--- config.mk ---
export PLATFORM = sky130hd
export DESIGN_NAME = c3x3_queue
export DESIGN_NICKNAME = d
export VERILOG_FILES = /design/src/sv/c3x3_pkg.sv /design/src/sv/c3x3_queue.sv
export SDC_FILE = /design/constraint.sdc
export NUM_CORES = 1
export LEC_CHECK = 0
export BUFFER_PORTS_ARGS = -buffer_cell sky130_fd_sc_hd__buf_2
export CORE_UTILIZATION = 55
export DETAILED_ROUTE_END_ITERATION = 10
export MAX_ROUTING_LAYER = met4
export PLACE_DENSITY = 0.86
export SLEW_MARGIN = 10
export SYNTH_ARGS = -nofsm -noshare
export SYNTH_HDL_FRONTEND = slang
export SYNTH_SLANG_ARGS = --single-unit
--- constraint.sdc ---
create_clock -name clk -period 6.4 [get_ports clk]
set_clock_uncertainty 0.05 [all_clocks]
set_input_delay 0.64 -clock clk [delete_from_list [all_inputs] [get_ports clk]]
set_output_delay 0.64 -clock clk [all_outputs]
set_load 0.01 [all_outputs]
--- src/sv/c3x3_pkg.sv ---
`timescale 1ns / 1ps
`default_nettype none
// c3x3_pkg: shared types and constants for the 3x3 same-padding convolution.
// No dependencies; every other file refers to it by scoped names.
package c3x3_pkg;

    // command codes on the input channel
    localparam logic [1:0] CMD_WR_WEIGHT = 2'd0;
    localparam logic [1:0] CMD_WR_BIAS   = 2'd1;
    localparam logic [1:0] CMD_WR_PIXEL  = 2'd2;
    localparam logic [1:0] CMD_COMPUTE   = 2'd3;

    // configuration register indexes
    localparam logic [1:0] CFG_IN_CH  = 2'd0;
    localparam logic [1:0] CFG_HEIGHT = 2'd1;
    localparam logic [1:0] CFG_WIDTH  = 2'd2;

    localparam logic [2:0] CFG_IN_CH_RST  = 3'd1;
    localparam logic [5:0] CFG_HEIGHT_RST = 6'd32;
    localparam logic [5:0] CFG_WIDTH_RST  = 6'd32;

    localparam int TAPS  = 9;
    localparam int KDIM  = 3;
    localparam int ACC_W = 40;
    localparam int FRAC_SHIFT = 12;

    localparam logic signed [ACC_W-1:0] ROUND_HALF = 40'sd2048;
    localparam logic signed [ACC_W-1:0] RES_MAX    = 40'sd32767;
    localparam logic signed [ACC_W-1:0] RES_MIN    = -40'sd32768;

    // queue between front and back
    localparam int QUEUE_DEPTH = 2;

    typedef enum logic [2:0] {
        OP_WR_WEIGHT,
        OP_WR_BIAS,
        OP_WR_PIXEL,
        OP_COMPUTE,
        OP_NULL_RESULT
    } op_t;

    typedef struct packed {
        op_t                op;
        logic [3:0]         out_chan;
        logic [1:0]         in_chan;
        logic [4:0]         row;
        logic [4:0]         col;
        logic [3:0]         tap;
        logic signed [15:0] value;
    } item_t;

    // clamped configuration as seen by the back end
    typedef struct packed {
        logic [2:0] nch;
        logic [5:0] height;
        logic [5:0] width;
    } cfg_t;

    typedef enum logic [2:0] {
        BK_IDLE,
        BK_LOAD,
        BK_RUN,
        BK_DRAIN,
        BK_FINISH
    } bk_state_t;

endpackage
`default_nettype wire

--- src/sv/c3x3_queue.sv ---
`timescale 1ns / 1ps
`default_nettype none
// c3x3_queue: short register queue of classified transactions between the
// front and the back end. Depends on c3x3_pkg.
module c3x3_queue (
    input  wire              clk,
    input  wire              rst_n,
    input  wire              in_valid,
    output logic             in_ready,
    input  c3x3_pkg::item_t  in_item,
    output logic             out_valid,
    input  wire              out_ready,
    output c3x3_pkg::item_t  out_item
);

    localparam int PTR_W = (c3x3_pkg::QUEUE_DEPTH > 1) ? $clog2(c3x3_pkg::QUEUE_DEPTH) : 1;
    localparam int CNT_W = $clog2(c3x3_pkg::QUEUE_DEPTH + 1);

    c3x3_pkg::item_t   ent_reg [c3x3_pkg::QUEUE_DEPTH];
    logic [PTR_W-1:0]  wr_ptr_reg, wr_ptr_next;
    logic [PTR_W-1:0]  rd_ptr_reg, rd_ptr_next;
    logic [CNT_W-1:0]  count_reg, count_next;
    logic              push, pop;

    assign in_ready  = count_reg != CNT_W'(c3x3_pkg::QUEUE_DEPTH);
    assign out_valid = count_reg != '0;
    assign out_item  = ent_reg[rd_ptr_reg];
    assign push      = in_valid && in_ready;
    assign pop       = out_valid && out_ready;

    always_comb
    begin
        wr_ptr_next = wr_ptr_reg;
        rd_ptr_next = rd_ptr_reg;
        count_next  = count_reg;
        if (push)
        begin
            wr_ptr_next = (32'(wr_ptr_reg) == c3x3_pkg::QUEUE_DEPTH - 1) ? '0
                          : wr_ptr_reg + PTR_W'(1);
        end
        if (pop)
        begin
            rd_ptr_next = (32'(rd_ptr_reg) == c3x3_pkg::QUEUE_DEPTH - 1) ? '0
                          : rd_ptr_reg + PTR_W'(1);
        end
        if (push && !pop)
        begin
            count_next = count_reg + CNT_W'(1);
        end
        else if (pop && !push)
        begin
            count_next = count_reg - CNT_W'(1);
        end
    end

    always_ff @(posedge clk or negedge rst_n)
    begin
        if (!rst_n)
        begin
            wr_ptr_reg <= '0;
            rd_ptr_reg <= '0;
            count_reg  <= '0;
        end
        else
        begin
            wr_ptr_reg <= wr_ptr_next;
            rd_ptr_reg <= rd_ptr_next;
            count_reg  <= count_next;
        end
    end

    always_ff @(posedge clk)
    begin
        if (push)
        begin
            ent_reg[wr_ptr_reg] <= in_item;
        end
    end

endmodule
`default_nettype wire

# --- Word level (Yosys, flattened, before mapping) ---
# Memories as Yosys holds them, arrays and structs flattened.
# Cells that the tools add are included.
totals:
  n_memories: 1
  register_bits: 4
  out_inout_bits: 41
  mem_bits_rw: 78
  input_bits: 43
  word_cells: 23
mem_list:
  columns: ["name", "words", "width", "rd", "rd_ports_with_merged_regs", "write_ports", "line_no", "text"]
  rows:
  - ["ent_reg", 2, 39, 1, 0, 1, "c3x3_queue.sv:19", "c3x3_pkg::item_t ent_reg [c3x3_pkg::QUEUE_DEPTH];"]
classes:
  muxes: 6
  add_sub_neg: 4
  n_reduce_logical: 8
  n_eq_ne: 1
ops:
  columns: ["cell", "n"]
  rows:
  - ["1-bit logical AND", 4]
  - ["1-bit 2-to-1 mux", 4]
  - ["2-bit 2-to-1 mux", 2]
  - ["2-bit nonzero test", 2]
  - ["1-bit adder, second input constant", 2]
  - ["2-bit by 1-bit adder with 2-bit output, second input constant", 1]
  - ["1-bit zero test", 2]
  - ["2-bit inequality test, second input constant", 1]
  - ["2-bit by 1-bit subtractor with 2-bit output, second input constant", 1]

# --- Depth between registers and ports, before layout ---
logic_depth:
  word_depth: 6
  depth_mapped: 7
  mapped_depth_nobuf: 7

# --- Least setup slack after synthesis ---
# No wires, ideal clock.
synth_timing:
  kind: "in2reg"
  start: "input port in_valid"
  end: "memory ent_reg[0][0] (netlist name) (enable)"
  path_slack_ns: 3.543
  required_ns: 5.915
  stages: 2
  setup_time_ns: 0.435
  arrival_ns: 2.372
  n_path_buf: 0
  path_cell_list: "nand2_1 nor2_1"
synth_via:
  elab_chain_cells: 3
synth_rtl:
  columns: ["item", "line_no", "text"]
  rows:
  - ["start: declaration", "c3x3_queue.sv:8", "input wire in_valid,"]
  - ["1-bit logical AND", "c3x3_queue.sv:28", "assign push = in_valid && in_ready;"]
  - ["1-bit 2-to-1 mux", "c3x3_queue.sv:74", "if (push)"]
  - ["1-bit 2-to-1 mux (not written as such)", "c3x3_queue.sv:76", "ent_reg[wr_ptr_reg] <= in_item;"]
  - ["end: declaration", "c3x3_queue.sv:19", null]
# Every way passes these cells.

==> impl_metrics.toml <==
[route]
dr.pass1.iters = 4
wl_per_cell_um = 15.0
drcViolationCount = 0
totalWireLength_um = 4560
via_per_inst = 5.06
vias = 1539
dr.first_iter.drc_count = 76
ant_nets = 0

[timing]
worst_pin_slew_ps = 1120
min_period_over_period = 0.398
fin_hold_ws_ps = 41.2
rsz0062_at_grt = "false"
period_minus_slack_ps = 2550
hold_viol = 0
fin_ws_ps = 3850
fmax_mhz = 393
tns_ps = 0
final-max-slew-violation-count = 0
slew-limit-headroom = 0.254
setup_viol = 0

[global_route]
grt_usage = 0.175
overflow = 0
grt_pass1_vias = 1525
grt_pass1_wl_um = 7190
grt_max_degree = 41
antenna_found_initial = 0

[synth]
syn_nets = 183
yosys.area_share.adder = 0.00413
synth_top_family_by_area = "multiplexers"
synth.avg_cell_area_um2 = 21.8
synth_cell_types = 14
ys_seq_area_frac = 0.805
yosys_warnings = 0
synth_xor_area_frac = 0.0144
muxShareOfSynthArea = 0.145
syn-cell-area_um2 = 3030
synth-compound-area-share = 0
synthSimpleGateAreaFrac = 0.0153
syn_inst = 139
synth_seq_cells = 82

[clocking]
clock_latency_ps = 340
h-tree-depth = 3
numCtsBuffers = 9
tritoncts = "yes"
hold_buffers = 0
root_buffer = "clkbuf_8"
cts.sinks = 82
cts_buffer_depth = 2
cts_resized = 0
cts_setup_buffers = 0
clk_pin_slew_ps = 80

[floorplan]
die_w_um = 76.3
initial_core_util = 0.583
dieArea_um2 = 5820
dieHeight_um = 76.3
ios = 84
core-area_um2 = 5200
rows = 26

[placement]
portBuffers = 83
dpl_cell_area_um2 = 3500
dp.cells = 288
pre_cts_ws_ps = 4180
hpwlAfterDp_um = 2850
place_congestion = 0.697

[finish]
largest_reg_flops = 78
antenna_cells = 0
fin_nets = 273
multi_input_area_um2 = 551
layout.cells.non_filler = 304
area_growth_pct = 22.3
fin_area_um2 = 3710
drive_above_1_share = 0.611
seq_area_um2 = 2440
fillers = 348

[worst_setup_path]
critPathLaunchType = "flip-flop"
cp_cell_sequence = "mux2_2 -> buf_2"
critPathCaptureType = "primary output"
arrival_ps = 1860
crit_type = "flip-flop to primary output"
r2r_cells = 3
ff2ff_setup_slack_ps = 4380
cp_max_fo = 40
max_stage_delay_ps = 940
cp_slowest_cell = "dfrtp_2"
rr_endpoint = "ent_reg[0][8]$_DFFE_PP_"
r2r-start = "count_reg[0]$_DFFE_PN0P_"
required_ps = 5710

[pwr]
power_leakage_nw = 1.42
power_density_nw_per_um2 = 447
peakVddDrop_mv = 0.361

[outcome]
status = "complete, no violations"

[min_path]
hold_class = "primary input to asynchronous set/reset pin"

[run]
drv_cap = 0
-- cell usage in the layout (no fill, tap or decap) --
master     Yosys  layout
inv_1          1       1
clkinv_2       0       4
ha_1           1       1
xor2_1         2       2
dfrtp_1        4       3
nand2_1        1       1
clkbuf_8       0       9
clkinv_1       0       1
bufinv_16      0       2
mux2_2        39      39
or2_4          1       1
xnor2_1        3       3
edfxtp_1      78      78
nand2_2        1       1
dfrtp_2        0       1
and3_2         0       1
nand2b_4       1       1
nor2_4         0       1
buf_2          0      83
nor2_1         2       1
-- how the worst max path moves through the flow --
stage	start	endpoint	slack, ps	cells after the start
floorplan	in_valid	ent_reg[0][0]$_DFFE_PP_	3540	2
global placement	rd_ptr_reg$_DFFE_PN0P_	out_item[14]	4170	2
detailed placement	rd_ptr_reg$_DFFE_PN0P_	out_item[14]	4180	2
CTS	rd_ptr_reg$_DFFE_PN0P_	out_item[14]	3800	2
global route	rd_ptr_reg$_DFFE_PN0P_	out_item[14]	3740	2
finish	rd_ptr_reg$_DFFE_PN0P_	out_item[11]	3850	2
-- logic make-up (layout without fill, tap and decap cells) --
kind of cell | Yosys count | count (layout)
adder cells (fa/ha/maj) | 1 | 1
multiplexers | 39 | 39
AND/OR/NAND/NOR | 7 | 7
flip-flops | 82 | 82
buffers and inverters | 5 | 100
XOR/XNOR | 5 | 5
-- stage by stage --
stage,utilization,power (mW)
final,0.713,1.66
after CTS,0.713,1.68
after floorplan,-,1.14
after detailed placement,0.673,1.29
after global placement,0.673,1.28
after global routing,0.713,1.74
-- cell type report --
type,instances,share of cell area
clock buffers,9,0.0334
clock inverters,7,0.0226
inverters,1,0.00101
multi-input cells,52,0.148
flip-flops and latches,82,0.659
well taps,70,0.0236
repair buffers,83,0.112
-- where the power goes --
part	internal, mW	switching (mW)
clock network	0.215	0.168
registers	0.737	0.0832
logic	0.233	0.219
total	1.19	0.471
-- layer usage --
metal,GRT usage,share of wire,vias to the layer above
met2,0.260,0.48,72
met5,-,0,-
met3,0.0491,0.063,10
met1,0.219,0.44,735
li1,-,-,722
met4,0.0962,0.023,0
-- cell usage after synthesis, drive strengths merged --
cell / count / area, um2
edfxtp: 78 / 2340
mux2: 39 / 439
buf: 4 / 45.0
dfrtp: 4 / 100
xnor2: 3 / 26.3
nand2: 2 / 10.0
nor2: 2 / 7.51
xor2: 2 / 17.5
and3: 1 / 6.26
ha: 1 / 12.5
inv: 1 / 3.75
nand2b: 1 / 13.8
or2: 1 / 8.76
-- critical path, delay by kind of cell, from the launching register on --
| family | cells | cell delay, ps |
|---|---|---|
| buffers and inverters | 1 | 140 |
| DFF | 1 | 940 |
| muxes | 1 | 430 |
(Power assumes the default switching activity.)
